**src/hdl/spin_direction_detector_assert.svh**
```systemverilog
// Assertion macros for the spin direction detector.
`ifndef SPIN_DIRECTION_DETECTOR_ASSERT_SVH
`define SPIN_DIRECTION_DETECTOR_ASSERT_SVH

`ifndef NO_ASSERTIONS

// Property must hold at every clock edge outside reset.
`define SPD_ASSERT(lbl, clk, rstn, prop) \
  lbl: assert property (@(posedge clk) disable iff (!(rstn)) (prop)) \
    else $error("spin_direction_detector: assertion failed");

// Condition must never be true outside reset.
`define SPD_ASSERT_NEVER(lbl, clk, rstn, cond) \
  lbl: assert property (@(posedge clk) disable iff (!(rstn)) !(cond)) \
    else $error("spin_direction_detector: forbidden condition seen");

`else

`define SPD_ASSERT(lbl, clk, rstn, prop)
`define SPD_ASSERT_NEVER(lbl, clk, rstn, cond)

`endif

`endif

```
**src/hdl/spd_pkg.sv**
```systemverilog
// Shared types and constants of the spin direction detector.
package spd_pkg;

  localparam int YAW_W    = 16;
  localparam int EL_W     = 16;
  localparam int SLOPE_W  = 24;
  localparam int CFG_IDX_W = 2;
  localparam int CFG_W    = 24;

  // register indexes of the configuration port
  localparam logic [CFG_IDX_W-1:0] REG_SPIN_THRESHOLD = 2'd0;
  localparam logic [CFG_IDX_W-1:0] REG_OUTLIER_MARGIN = 2'd1;

  localparam logic [CFG_W-1:0] SPIN_THRESHOLD_RST = 24'd2560;
  localparam logic [CFG_W-1:0] OUTLIER_MARGIN_RST = 24'd5120;

  // direction codes
  localparam logic signed [1:0] DIR_CW   = -2'sd1;
  localparam logic signed [1:0] DIR_NONE = 2'sd0;
  localparam logic signed [1:0] DIR_CCW  = 2'sd1;

  typedef struct packed {
    logic signed [YAW_W-1:0] yaw_sample;
    logic [EL_W-1:0]         elapsed_ms;
  } spd_in_t;

  typedef struct packed {
    logic signed [1:0]      spin_dir;
    logic [SLOPE_W-1:0]     avg_slope;
  } spd_out_t;

  // divider status toward the sequencer
  typedef struct packed {
    logic busy;
    logic done;
  } div_stat_t;

  typedef enum logic [2:0] {
    S_IDLE,
    S_FETCH,
    S_USE,
    S_SLOPE,
    S_AVG,
    S_MEAN,
    S_DONE
  } spd_state_e;

endpackage

```
**src/hdl/spd_ram.sv**
```systemverilog
// Generic single write port, single read port RAM with registered read.
module spd_ram #(
  parameter int WIDTH = 16,
  parameter int DEPTH = 10
) (
  input  logic                     clk_i,
  input  logic                     we_i,
  input  logic [$clog2(DEPTH)-1:0] waddr_i,
  input  logic [WIDTH-1:0]         wdata_i,
  input  logic [$clog2(DEPTH)-1:0] raddr_i,
  output logic [WIDTH-1:0]         rdata_o
);

  logic [WIDTH-1:0] mem [DEPTH];
  logic [WIDTH-1:0] rdata_q;

  always_ff @(posedge clk_i) begin
    if (we_i) begin
      mem[waddr_i] <= wdata_i;
    end
    rdata_q <= mem[raddr_i];
  end

  assign rdata_o = rdata_q;

endmodule

```
**src/hdl/spd_div.sv**
```systemverilog
// Iterative restoring divider, two quotient bits per cycle.
module spd_div #(
  parameter int N_W = 28
) (
  input  logic                   clk_i,
  input  logic                   rst_ni,
  input  logic                   start_i,
  input  logic [N_W-1:0]         dividend_i,
  input  logic [spd_pkg::EL_W-1:0] divisor_i,
  output spd_pkg::div_stat_t     stat_o,
  output logic [N_W-1:0]         quotient_o
);
  import spd_pkg::*;

  localparam int NP   = N_W + (N_W % 2);
  localparam int ITER = NP / 2;
  localparam int CW   = $clog2(ITER + 1);

  logic [NP-1:0]   quo_q, quo_d;
  logic [EL_W-1:0] rem_q, rem_d;
  logic [EL_W-1:0] dvs_q;
  logic [CW-1:0]   cnt_q;
  logic            busy_q, done_q;

  // two dependent shift-subtract steps
  always_comb begin
    logic [EL_W:0] sh;
    quo_d = quo_q;
    rem_d = rem_q;
    for (int k = 0; k < 2; k++) begin
      sh    = {rem_d, quo_d[NP-1]};
      quo_d = {quo_d[NP-2:0], 1'b0};
      if (sh >= {1'b0, dvs_q}) begin
        sh       = sh - {1'b0, dvs_q};
        quo_d[0] = 1'b1;
      end
      rem_d = sh[EL_W-1:0];
    end
  end

  always_ff @(posedge clk_i or negedge rst_ni) begin
    if (!rst_ni) begin
      busy_q <= 1'b0;
      done_q <= 1'b0;
      cnt_q  <= '0;
    end else begin
      done_q <= 1'b0;
      if (start_i && !busy_q) begin
        busy_q <= 1'b1;
        cnt_q  <= CW'(ITER);
      end else if (busy_q) begin
        cnt_q <= cnt_q - 1'b1;
        if (cnt_q == CW'(1)) begin
          busy_q <= 1'b0;
          done_q <= 1'b1;
        end
      end
    end
  end

  // datapath registers
  always_ff @(posedge clk_i) begin
    if (start_i && !busy_q) begin
      quo_q <= NP'(dividend_i);
      rem_q <= '0;
      dvs_q <= divisor_i;
    end else if (busy_q) begin
      quo_q <= quo_d;
      rem_q <= rem_d;
    end
  end

  assign stat_o.busy = busy_q;
  assign stat_o.done = done_q;
  assign quotient_o  = quo_q[N_W-1:0];

endmodule

```
**src/hdl/spin_direction_detector.sv**
```systemverilog
// Spin direction detector top level: window store, sequencer and shared divider.
//
// Each request carries a yaw sample and the milliseconds since the last one. The
// sample goes into a circular window of the newest WINDOW yaws held in a small
// RAM; the window is then walked oldest first, one entry per read, and each
// adjacent pair gives a slope |diff|*256/elapsed_ms computed on one shared
// iterative divider (two quotient bits per cycle). Slopes under max(2*avg,
// avg+outlier_margin) are summed, counted and vote on direction; the same
// divider then forms sum/count. While a request is processed in_ready_o is low.
// The result sits in an output register, so the next request is taken while it
// waits. Reset needs no clearing pass: a fill count marks the valid window
// entries. Configuration is to be written through cfg_we_i/cfg_idx_i/cfg_data_i
// only while idle; the block itself does not enforce this.
`include "spin_direction_detector_assert.svh"

module spin_direction_detector #(
  parameter int WINDOW = 10
) (
  input  logic                          clk_i,
  input  logic                          rst_ni,
  input  logic                          in_valid_i,
  output logic                          in_ready_o,
  input  spd_pkg::spd_in_t              in_data_i,
  output logic                          out_valid_o,
  input  logic                          out_ready_i,
  output spd_pkg::spd_out_t             out_data_o,
  input  logic                          cfg_we_i,
  input  logic [spd_pkg::CFG_IDX_W-1:0] cfg_idx_i,
  input  logic [spd_pkg::CFG_W-1:0]     cfg_data_i
);
  import spd_pkg::*;

  localparam int AW     = $clog2(WINDOW);
  localparam int FILL_W = $clog2(WINDOW + 1);
  localparam int CNT_W  = $clog2(WINDOW);
  localparam int VOTE_W = CNT_W + 1;
  localparam int SUM_W  = SLOPE_W + CNT_W;
  localparam int DIV_W  = SUM_W;
  localparam int BND_W  = SLOPE_W + 1;
  localparam logic signed [VOTE_W-1:0] VOTE_ONE = VOTE_W'(1);

  spd_state_e state_q, state_d;

  logic [FILL_W-1:0]        fill_q, fill_d;
  logic [FILL_W-1:0]        left_q, left_d;
  logic [AW-1:0]            wptr_q, wptr_d;
  logic [AW-1:0]            rd_addr_q, rd_addr_d;
  logic                     first_q, first_d;
  logic                     dpos_q, dpos_d;
  logic signed [YAW_W-1:0]  prev_q, prev_d;
  logic [EL_W-1:0]          elapsed_q, elapsed_d;
  logic [BND_W-1:0]         bound_q, bound_d;
  logic [SUM_W-1:0]         sum_q, sum_d;
  logic [CNT_W-1:0]         cnt_q, cnt_d;
  logic signed [VOTE_W-1:0] vote_q, vote_d;
  logic [SLOPE_W-1:0]       avg_q, avg_d;
  logic [CFG_W-1:0]         thr_q, margin_q;
  logic                     out_valid_q, out_valid_d;
  spd_out_t                 out_data_q, out_data_d;

  logic                     in_fire;
  logic                     full;
  logic [AW-1:0]            wptr_inc;
  logic [AW-1:0]            rd_inc;
  logic [YAW_W-1:0]         rd_data;
  logic signed [YAW_W:0]    diff;
  logic signed [YAW_W:0]    ndiff;
  logic [YAW_W-1:0]         mag;
  logic [BND_W-1:0]         twice, plus;

  logic                     div_start;
  logic [DIV_W-1:0]         div_dividend;
  logic [EL_W-1:0]          div_divisor;
  div_stat_t                div_stat;
  logic [DIV_W-1:0]         div_quo;

  // window storage
  spd_ram #(
    .WIDTH(YAW_W),
    .DEPTH(WINDOW)
  ) u_ram (
    .clk_i  (clk_i),
    .we_i   (in_fire),
    .waddr_i(wptr_q),
    .wdata_i(in_data_i.yaw_sample),
    .raddr_i(rd_addr_q),
    .rdata_o(rd_data)
  );

  // shared divider for slopes and the mean
  spd_div #(
    .N_W(DIV_W)
  ) u_div (
    .clk_i     (clk_i),
    .rst_ni    (rst_ni),
    .start_i   (div_start),
    .dividend_i(div_dividend),
    .divisor_i (div_divisor),
    .stat_o    (div_stat),
    .quotient_o(div_quo)
  );

  assign in_ready_o = (state_q == S_IDLE);
  assign in_fire    = in_valid_i && in_ready_o;
  assign full       = (fill_q == FILL_W'(WINDOW));
  assign wptr_inc   = (wptr_q == AW'(WINDOW - 1)) ? '0 : wptr_q + 1'b1;
  assign rd_inc     = (rd_addr_q == AW'(WINDOW - 1)) ? '0 : rd_addr_q + 1'b1;

  // pair difference and its magnitude
  assign diff  = {rd_data[YAW_W-1], rd_data} - {prev_q[YAW_W-1], prev_q};
  assign ndiff = -diff;
  assign mag   = diff[YAW_W] ? ndiff[YAW_W-1:0] : diff[YAW_W-1:0];

  // outlier bound from the previous average
  assign twice = {avg_q, 1'b0};
  assign plus  = BND_W'(avg_q) + BND_W'(margin_q);

  // sequencer
  always_comb begin
    state_d      = state_q;
    fill_d       = fill_q;
    left_d       = left_q;
    wptr_d       = wptr_q;
    rd_addr_d    = rd_addr_q;
    first_d      = first_q;
    dpos_d       = dpos_q;
    prev_d       = prev_q;
    elapsed_d    = elapsed_q;
    bound_d      = bound_q;
    sum_d        = sum_q;
    cnt_d        = cnt_q;
    vote_d       = vote_q;
    avg_d        = avg_q;
    out_data_d   = out_data_q;
    out_valid_d  = out_valid_q && !out_ready_i;
    div_start    = 1'b0;
    div_dividend = DIV_W'({mag, 8'h00});
    div_divisor  = elapsed_q;

    unique case (state_q)
      S_IDLE: begin
        if (in_fire) begin
          wptr_d    = wptr_inc;
          rd_addr_d = full ? wptr_inc : '0;
          left_d    = full ? FILL_W'(WINDOW) : fill_q + 1'b1;
          fill_d    = full ? fill_q : fill_q + 1'b1;
          first_d   = 1'b1;
          elapsed_d = in_data_i.elapsed_ms;
          bound_d   = (twice > plus) ? twice : plus;
          sum_d     = '0;
          cnt_d     = '0;
          vote_d    = '0;
          state_d   = S_FETCH;
        end
      end
      S_FETCH: begin
        state_d = S_USE;
      end
      S_USE: begin
        prev_d    = signed'(rd_data);
        first_d   = 1'b0;
        rd_addr_d = rd_inc;
        left_d    = left_q - 1'b1;
        if (first_q || elapsed_q == '0) begin
          // no slope for this entry
          state_d = (left_q == FILL_W'(1)) ? S_AVG : S_FETCH;
        end else begin
          dpos_d    = !diff[YAW_W] && (diff != '0);
          div_start = 1'b1;
          state_d   = S_SLOPE;
        end
      end
      S_SLOPE: begin
        if (div_stat.done) begin
          if (div_quo < DIV_W'(bound_q)) begin
            sum_d  = sum_q + div_quo;
            cnt_d  = cnt_q + 1'b1;
            vote_d = dpos_q ? vote_q + VOTE_ONE : vote_q - VOTE_ONE;
          end
          state_d = (left_q == '0) ? S_AVG : S_FETCH;
        end
      end
      S_AVG: begin
        if (cnt_q == '0) begin
          avg_d   = '0;
          state_d = S_DONE;
        end else begin
          div_start    = 1'b1;
          div_dividend = sum_q;
          div_divisor  = EL_W'(cnt_q);
          state_d      = S_MEAN;
        end
      end
      S_MEAN: begin
        if (div_stat.done) begin
          avg_d   = (|div_quo[DIV_W-1:SLOPE_W]) ? '1 : div_quo[SLOPE_W-1:0];
          state_d = S_DONE;
        end
      end
      S_DONE: begin
        // hand over once the output register is free
        if (!out_valid_q || out_ready_i) begin
          out_valid_d          = 1'b1;
          out_data_d.avg_slope = avg_q;
          if (avg_q > thr_q && vote_q < 0) begin
            out_data_d.spin_dir = DIR_CW;
          end else if (avg_q > thr_q && vote_q > 0) begin
            out_data_d.spin_dir = DIR_CCW;
          end else begin
            out_data_d.spin_dir = DIR_NONE;
          end
          state_d = S_IDLE;
        end
      end
      default: state_d = S_IDLE;
    endcase
  end

  // control state
  always_ff @(posedge clk_i or negedge rst_ni) begin
    if (!rst_ni) begin
      state_q     <= S_IDLE;
      fill_q      <= '0;
      wptr_q      <= '0;
      avg_q       <= '0;
      out_valid_q <= 1'b0;
    end else begin
      state_q     <= state_d;
      fill_q      <= fill_d;
      wptr_q      <= wptr_d;
      avg_q       <= avg_d;
      out_valid_q <= out_valid_d;
    end
  end

  // working registers
  always_ff @(posedge clk_i) begin
    left_q     <= left_d;
    rd_addr_q  <= rd_addr_d;
    first_q    <= first_d;
    dpos_q     <= dpos_d;
    prev_q     <= prev_d;
    elapsed_q  <= elapsed_d;
    bound_q    <= bound_d;
    sum_q      <= sum_d;
    cnt_q      <= cnt_d;
    vote_q     <= vote_d;
    out_data_q <= out_data_d;
  end

  // configuration registers
  always_ff @(posedge clk_i or negedge rst_ni) begin
    if (!rst_ni) begin
      thr_q    <= SPIN_THRESHOLD_RST;
      margin_q <= OUTLIER_MARGIN_RST;
    end else if (cfg_we_i) begin
      unique case (cfg_idx_i)
        REG_SPIN_THRESHOLD: thr_q    <= cfg_data_i;
        REG_OUTLIER_MARGIN: margin_q <= cfg_data_i;
        default: ;
      endcase
    end
  end

  assign out_valid_o = out_valid_q;
  assign out_data_o  = out_data_q;

  // checks
  `SPD_ASSERT_NEVER(a_fill_range, clk_i, rst_ni, fill_q > FILL_W'(WINDOW))
  `SPD_ASSERT(a_idle_div_free, clk_i, rst_ni, in_ready_o |-> !div_stat.busy)
  `SPD_ASSERT(a_accept_fetch, clk_i, rst_ni, in_fire |=> (state_q == S_FETCH))
  `SPD_ASSERT(a_done_in_wait, clk_i, rst_ni,
              div_stat.done |-> (state_q == S_SLOPE || state_q == S_MEAN))

endmodule
```
**config.mk**
```make
export PLATFORM = sky130hd
export DESIGN_NAME = spin_direction_detector
export DESIGN_NICKNAME = d
export VERILOG_FILES = /design/src/hdl/spd_pkg.sv /design/src/hdl/spd_ram.sv /design/src/hdl/spd_div.sv /design/src/hdl/spin_direction_detector.sv
export VERILOG_INCLUDE_DIRS = /design/src /design/src/hdl
export SDC_FILE = /design/constraint.sdc
export NUM_CORES = 1
export LEC_CHECK = 0
export BUFFER_PORTS_ARGS = -buffer_cell sky130_fd_sc_hd__buf_2
export CORE_MARGIN = 4
export CORE_UTILIZATION = 65
export CTS_CLUSTER_SIZE = 12
export DETAILED_ROUTE_END_ITERATION = 16
export GPL_ROUTABILITY_DRIVEN = 0
export HOLD_SLACK_MARGIN = 0.02
export MAX_ROUTING_LAYER = met4
export PLACE_DENSITY_LB_ADDON = 0.2
export SLEW_MARGIN = 20
export SYNTH_ARGS = -nofsm -noshare
export SYNTH_HDL_FRONTEND = slang
export SYNTH_SLANG_ARGS = --single-unit
export TNS_END_PERCENT = 5
```
**constraint.sdc**
```tcl
create_clock -name clk_i -period 14.3 [get_ports clk_i]
set_clock_uncertainty 0.15 [all_clocks]
set_input_delay 1.43 -clock clk_i [delete_from_list [all_inputs] [get_ports clk_i]]
set_output_delay 1.43 -clock clk_i [all_outputs]
set_load 0.02 [all_outputs]
```
==> summary.txt, run 1 <==
Clocking
  – Htree depth: 2
  – Clock sink count: 456
  – Worst skew pair latency: ~600 ps
  – Clock Root Buffer: clkbuf_16
  – CTS max path bufs: 3
  – Post-CTS sizing: 0
  – CTS Hold Buffers Added: 0
  – TritonCTS clock tree: done
  – Clock slew at reported path FFs: 60 ps
  – Post-CTS Setup Repair Bufs: 0
  – CTS buffer count: 48

Synth
  – Synth unique cells: 82
  – Fraction of registers with async set/reset: 19.7%
  – Ys flop type: edfxtp_1
  – Synthesized flop and latch total: approximately 460
  – EDFF count, synth: approximately 330
  – Synth area leader: edfxtp_1
  – Post-Syn Area: 24700 sq um
  – Yosys top cell area share: 40.6%
  – Synth Area per Inst: 11.6 sq um
  – Syn nets: 2390
  – Synth Instances: between 2k and 2.5k
  – Post-synthesis sequential area ratio: 52.3%
  – Synth top area cells: edfxtp_1 (41%), ha_1 (9.3%), dfrtp_1 (8.7%)
  – Synthesis Warnings: 0

Timing
  – Crit path time final: 6350 ps
  – Final Max Slew Viols: 0
  – RSZ-0062 raised after global routing: no
  – Final hold violation count: 0
  – Fin crit share: 44.4%
  – Fmax achieved: between 150 and 200 MHz
  – Endpoints failing setup: 0
  – Slew @ Worst Pin: roughly 1300 ps
  – Setup TNS: 0 ps
  – Rel. slew slack: 9.84%

Worst setup path
  – Crit path cell chain: ha_1, inv_1, fa_1, nor2b_1, o21a_1, o21ai_0, a2111oi_0, nor2_1, o21bai_1, a21oi_1, xor2_1, ha_1, a21o_1, a21o_1, a21oi_1, nor2b_1, o21ai_0, o2111ai_1, o211ai_2, buf_4, mux2i_1
  – Worst Path Buf+Inv: 2
  – Worst path required time: 14560 ps
  – Worst setup path class: register to register
  – CP max stage cell: a2111oi_0
  – Launching element type of the critical path: register
  – Top delay family on crit path: compound AO/OA/AOI/OAI gates
  – CP endpoint kind: register
  – Critical Path Max Stage Delay: 1130 ps
  – Critical Path Fanout Max: 15
  – Arrival time of the worst setup path: 6610 ps

Hold path
  – Hold crit path type: register to register

Pwr
  – PwrDens: 242 nW/um^2
  – VDD IR max: 0.143 mV
  – Static Leak: roughly 11 nW
  – Tot Pwr: 6.59 mW

Floorplanning
  – DIE HEIGHT: roughly 200 um
  – Die area: 41200 sq um
  – CORE AREA: 37600 sq um
  – Top Ports: between 90 and 100
  – Starting Density: 65.7%
  – Die width: 203 um
  – # rows: 71

Finish
  – Share of layout cells above drive strength 1: roughly an eighth
  – Fill count: around 2.6k
  – Multi-input logic area: 11000 sq um
  – FF+latch area: between 10000 and 15000 sq um
  – Ant. Diodes: 0
  – Area grow syn2layout: 10.4%
  – Nets: 2485

Routing
  – Total wire length: 56.0 mm
  – DR WL/cell: 20.1 um
  – Vias per cell: roughly 6
  – Iter 0 DRT Violations: approximately 1.4k
  – Drt first pass iters: 5
  – # DRC: 0
  – Vias: 17.1k
  – Post-route ant nets: 0

Global route
  – First-pass GRT wire length: 90.2 mm
  – Gr ovfl total: 0
  – Number of global-route vias before repair: 17.1k
  – GR Util All Layers: 28.1%
  – Initial antenna violation count: 0
  – Largest net degree at the start of global routing: 55

Flow run
  – Number of max-cap violations: 0

Place
  – DP HPWL: 38.5 mm
  – IO buf count: 90

Run status
  – Status: complete, no violations
layer usage:
| layer | up-vias | GRT usage [%] | wire length (um) |
|---|---|---|---|
| met4 | 0 | 7.88 | 1360 |
| li1 | 8100 | - | - |
| met5 | - | - | 0 |
| met2 | 498 | 46.0 | 27800 |
| met3 | 97 | 3.91 | 2990 |
| met1 | 8411 | 37.3 | 23900 |
flip-flops by register name, indices dropped and copies added (netlist names), 5 cells and up:
signal	cells
margin_q	24
u_div.rem_q	16
thr_q	24
u_div.quotient_o	28
out_data_o	26
u_ram.rdata_o	16
elapsed_q	16
sum_q	28
vote_q	5
avg_q	24
u_div.dvs_q	16
prev_q	16
u_ram.mem	160
bound_q	25
worst reg2reg max path, cell delays in order (launching register included):
cell and delay, ps:
dfrtp_1 460, ha_1 230, inv_1 60, fa_1 410, nor2b_1 130, o21a_1 130
o21ai_0 140, a2111oi_0 1130, nor2_1 200, o21bai_1 250, a21oi_1 120, xor2_1 190
ha_1 280, a21o_1 190, a21o_1 170, a21oi_1 150, nor2b_1 60, o21ai_0 200
o2111ai_1 240, o211ai_2 660, buf_4 390, mux2i_1 250
cell usage in the layout, fill, tap and decap left out, types with 14 or more instances in the layout:
master / netlist / routed
edfxtp_1: 334 / 334
xnor2_1: 59 / 59
mux2_2: 41 / 41
buf_4: 0 / 20
o211ai_1: 18 / 18
a21o_1: 61 / 61
clkbuf_16: 0 / 50
nor2b_1: 22 / 22
o21ai_0: 109 / 109
nand4_1: 17 / 17
mux4_2: 32 / 32
mux2i_1: 57 / 57
a211oi_1: 23 / 23
buf_2: 5 / 89
dfrtp_1: 86 / 86
and2_1: 34 / 34
or2_2: 14 / 14
dfxtp_1: 32 / 32
a21oi_1: 145 / 144
clkbuf_1: 50 / 24
a31oi_1: 18 / 18
nor2_1: 136 / 128
inv_1: 150 / 150
nand3_1: 34 / 34
nand2_1: 144 / 144
and3_1: 20 / 20
o21a_1: 29 / 29
xor2_1: 35 / 35
ha_1: 183 / 183
a22o_1: 16 / 16
nor3_1: 51 / 48
nand2b_1: 22 / 22
where the power goes:
group / switching [mW] / internal (mW) / total (mW)
Clock: 0.506 / 0.690 / 1.20
Combinational: 1.93 / 1.42 / 3.35
Sequential: 0.243 / 1.80 / 2.04
cell families after synthesis:
logic type	after synthesis	synth area share (%)
buffers and inverters	216	3.40
adders and majority gates	189	9.76
DFF	456	52.3
muxes	131	7.16
and+or+nand+nor	542	10.7
AOI/OAI and AO/OA	510	13.4
xor gates and xnor gates	94	3.33
cell type report:
class                   instances  area share [%]
repair buffers                109            2.18
inverters                     152            2.09
multi-input cells            1466            40.5
flip-flops and latches        456            47.4
clock buffers                  79            5.17
well taps                     511            2.35
clock inverters                11           0.321
metrics by stage:
step                      setup WS, ps  utilization (%)  hold WS [ps]  cell area [sq um]  cells
after floorplan                   9480                -           258              24700   2138
after global placement            8560             68.5           270              25700   2694
after detailed placement          8320             68.5           270              25700   2694
after CTS                         8210             72.5           283              27200   2784
after global routing              7810             72.5           289              27300   2784
final                             7950             72.5           282              27300   2784
Yosys cell counts, types with 35 or more instances:
| master | n |
|---|---|
| ha_1 | 183 |
| dfrtp_1 | 86 |
| a21oi_1 | 145 |
| mux2_2 | 41 |
| edfxtp_1 | 334 |
| nor2_1 | 136 |
| inv_1 | 150 |
| nand2_1 | 144 |
| o21ai_0 | 109 |
| nor3_1 | 51 |
| clkbuf_1 | 50 |
| xnor2_1 | 59 |
| mux2i_1 | 57 |
| xor2_1 | 35 |
| a21o_1 | 61 |
path summary, 6_finish.rpt:
check,startpoint,end,slack (ps),cells past startpoint
hold / removal,u_ram.rdata_o[0]$_DFF_P_,prev_q[0]$_DFFE_PP_,280,0
min in group asynchronous,rst_ni,thr_q[3]$_DFFE_PN0P_,700,1
setup / recovery,avg_q[0]$_DFFE_PN0P_,bound_q[2]$_DFFE_PP_,7950,21
setup reg to reg,avg_q[0]$_DFFE_PN0P_,bound_q[2]$_DFFE_PP_,7950,21
hold reg to reg,u_ram.rdata_o[0]$_DFF_P_,prev_q[0]$_DFFE_PP_,280,0
max in group asynchronous,rst_ni,wptr_q[1]$_DFFE_PN0P_,12170,2
Power figures use the tool's default switching activity.
==> inputs of run 2 (changes only) <==
ABC_AREA = 1   (was default)
CORE_UTILIZATION = 57   (was 65)
clock period = 5.5 ns   (was 14.3 ns; I/O delays follow)
==> summary.txt, run 2 <==
Floorplanning
  – Top Ports: 91 (unchanged)
  – DIE HEIGHT: 218 um (was 203 um)
  – Die width: 218 um (was 203 um)
  – CORE AREA: 43400 sq um (was 37600 sq um)
  – Starting Density: 58.1% (was 65.7%)
  – Die area: 47600 sq um (was 41200 sq um)
  – # rows: 76 (was 71)

Synth
  – Synth Instances: 2710 (was 2138)
  – Yosys top cell area share: 39.8% (was 40.6%)
  – Post-synthesis sequential area ratio: 51.3% (was 52.3%)
  – Most frequent cell after synthesis: nand2_1 (was edfxtp_1)
  – Synth Area per Inst: 9.30 sq um (was 11.6 sq um)
  – Synthesized flop and latch total: 456 (unchanged)
  – Fraction of registers with async set/reset: 19.7% (unchanged)
  – EDFF count, synth: 334 (unchanged)
  – Post-Syn Area: 25200 sq um (was 24700 sq um)
  – Synthesis Warnings: 0 (unchanged)
  – Synth top area cells: edfxtp_1 (40%), ha_1 (9.1%), dfrtp_1 (8.5%) (was edfxtp_1 (41%), ha_1 (9.3%), dfrtp_1 (8.7%))
  – Ys flop type: edfxtp_1 (unchanged)
  – Top cells by count, synth: nand2_1 (497), edfxtp_1 (334), inv_1 (328) (was edfxtp_1 (334), ha_1 (183), inv_1 (150))
  – Syn nets: 2962 (was 2390)
  – Synth unique cells: 59 (was 82)
  – Synth area leader: edfxtp_1 (unchanged)

Worst setup path
  – Worst r2r src: avg_q[0]$_DFFE_PN0P_ (unchanged)
  – Reg2reg end: bound_q[4]$_DFFE_PP_ (was bound_q[2]$_DFFE_PP_)
  – Worst setup path start: avg_q[0]$_DFFE_PN0P_ (unchanged)
  – Worst r2r path cells: 20 (was 21)
  – Arrival time of the worst setup path: 4630 ps (was 6610 ps)
  – CP endpoint kind: register (unchanged)
  – Worst path required time: 5690 ps (was 14560 ps)
  – Critical Path Fanout Max: 16 (was 15)
  – Worst setup path class: register to register (unchanged)
  – Worst reg2reg setup slack: 1060 ps (was 7950 ps)
  – Launching element type of the critical path: register (unchanged)

Clocking
  – Clock Root Buffer: clkbuf_16 (unchanged)
  – CTS Hold Buffers Added: 19 (was 0)
  – Clock sink count: 456 (unchanged)
  – Worst skew pair latency: 630 ps (was 600 ps)
  – CTS buffer count: 49 (was 48)
  – TritonCTS clock tree: done (unchanged)
  – Htree depth: 2 (unchanged)
  – CTS max path bufs: 3 (unchanged)
  – Clock slew at reported path FFs: 60 ps (about the same)
  – Post-CTS Setup Repair Bufs: 0 (unchanged)
  – Post-CTS sizing: 0 (unchanged)

Finish
  – Most frequent cells in the layout: nand2_1 (497), edfxtp_1 (334), inv_1 (326), o21ai_0 (278), nor2_1 (234) (was edfxtp_1 (334), ha_1 (183), inv_1 (150), nand2_1 (144), a21oi_1 (144))
  – Most common cell after layout, fill and taps aside: nand2_1 (was edfxtp_1)
  – Core Util, Final: 64.9% (was 72.5%)
  – Share of layout cells above drive strength 1: 10.2% (was 12.8%)
  – Nets: 3081 (was 2485)
  – Largest register by flop count: u_ram.mem (unchanged)
  – Cell Count, Final, Fillers Out: 3457 (was 2784)
  – Post-route cell area: 28100 sq um (was 27300 sq um)
  – Max reg flops: 160 (unchanged)
  – Area grow syn2layout: 11.7% (was 10.4%)

Routing
  – Vias: 19.7k (was 17.1k)
  – DR WL/cell: 18.1 um (was 20.1 um)
  – Vias per cell: 5.70 (was 6.14)
  – Post-route ant nets: 0 (unchanged)
  – Total wire length: 62.5 mm (was 56.0 mm)
  – # DRC: 0 (unchanged)
  – Drt first pass iters: 5 (unchanged)
  – Iter 0 DRT Violations: 1577 (was 1407)

Pwr
  – Static Leak: 12.2 nW (was 11.2 nW)
  – VDD IR max: 0.255 mV (was 0.143 mV)
  – PwrDens: 264 nW/um^2 (was 242 nW/um^2)

Place
  – Placed Cells: 3344 (was 2694)
  – Post-DP Area: 26300 sq um (was 25700 sq um)
  – DP HPWL: 43.9 mm (was 38.5 mm)
  – IO buf count: 90 (unchanged)

Timing
  – Final Max Slew Viols: 0 (unchanged)
  – Fin crit share: 80.7% (was 44.4%)
  – Crit path time final: 4440 ps (was 6350 ps)
  – RSZ-0062 raised after global routing: no (unchanged)
  – Hold_ws: 43.8 ps (was 282 ps)
  – Final hold violation count: 0 (unchanged)
  – Fmax achieved: 225 MHz (was 158 MHz)
  – Slew @ Worst Pin: 985 ps (was 1320 ps)
  – Endpoints failing setup: 0 (unchanged)
  – Setup TNS: 0 ps (unchanged)
  – Rel. slew slack: 34.1% (was 9.84%)

Run status
  – Status: complete, no violations (unchanged)

Global route
  – First-pass GRT wire length: 101 mm (was 90.2 mm)
  – GR Util All Layers: 27.1% (was 28.1%)
  – Largest net degree at the start of global routing: 54 (was 55)
  – Number of global-route vias before repair: 19.6k (was 17.1k)
  – Gr ovfl total: 0 (unchanged)
  – Initial antenna violation count: 2 (was 0)

Hold path
  – Hold path depth: 3 (was 0)
  – Hold crit path type: input port to register (was register to register)
  – Worst hold endpoint: margin_q[10]$_DFFE_PN1P_ (was prev_q[0]$_DFFE_PP_)
  – Hold path start: cfg_data_i[10] (was u_ram.rdata_o[0]$_DFF_P_)

Flow run
  – Number of max-cap violations: 0 (unchanged)
[run 2: cell types whose count changed in the layout (fill, tap and decap cells not counted), sizes merged, moves of 55 or more]
| cell | delta |
|---|---|
| o21ai | +182 |
| nand2 | +383 |
| nand3 | +110 |
| mux2i | -55 |
| inv | +186 |
| nor2 | +109 |
[run 2: metal layers]
metal  GRT usage, %  part of all wire [%]  vias up
li1               -                     -     9579
met1           36.3                    44     9355
met2           43.1                    46      661
met3           3.81                   6.9      120
met4           9.06                   3.1        0
met5              -                     0        -
[run 2: worst max-delay path, stage by stage (launching register included)]
cell	delay, ps
dfrtp_1	420
ha_1	190
inv_1	50
fa_1	410
nor3_1	200
or2_1	250
a21oi_2	110
o21bai_2	160
nand2_1	70
nand2_1	90
nor2_1	50
nor2_1	170
inv_1	60
ha_1	290
nand2_1	70
nor3_1	310
nand3_1	120
nand3_1	120
nand2_1	250
inv_1	430
o21ai_0	160
[run 2: logic make-up (layout without fill, tap and decap cells)]
kind of cell / Yosys count / count (layout) / synth area share, %
AND/OR/NAND/NOR: 987 / 987 / 17.0
AO/OA/AOI/OAI: 605 / 605 / 13.6
flip-flops: 456 / 456 / 51.3
buffers and inverters: 412 / 572 / 6.41
adder cells (fa/ha/maj): 189 / 189 / 9.56
XOR/XNOR: 59 / 59 / 2.05
multiplexers: 2 / 2 / 0.0794
other: 0 / 2 / 0
[run 2: power by group]
group / leakage (nW) / internal [mW] / switching [mW]
clock network: 0.774 / 1.90 / 1.40
logic: 7.10 / 0.134 / 0.215
registers: 4.36 / 3.74 / 0.0363
[run 2: stage by stage]
stage	total power, mW	setup slack (ps)
after detailed placement	4.18	1140
after global placement	4.17	1280
after CTS	7.46	1120
final	7.42	1060
after floorplan	4.06	1770
after global routing	7.67	705
[run 2: area by class of cell]
type	count	area, sq um
Antenna cell	2	5.00
Clock buffer	82	1440
Clock inverter	10	168
Fill cell	3544	15200
Inverter	339	1270
Multi-Input combinational cell	1842	10700
Sequential cell	456	12900
Tap cell	585	732
Timing Repair Buffer	141	883
[run 2: worst max path at each step]
stage | endpoint | slack (ps) | cells after the start
2_1_floorplan | cnt_q[0]$_SDFFCE_PN0P_ | 1770 | 9
3_3_place_gp | bound_q[1]$_DFFE_PP_ | 1280 | 17
3_5_place_dp | bound_q[4]$_DFFE_PP_ | 1140 | 17
4_1_cts | bound_q[4]$_DFFE_PP_ | 1120 | 17
5_1_grt | bound_q[19]$_DFFE_PP_ | 700 | 20
6_report | bound_q[4]$_DFFE_PP_ | 1060 | 20
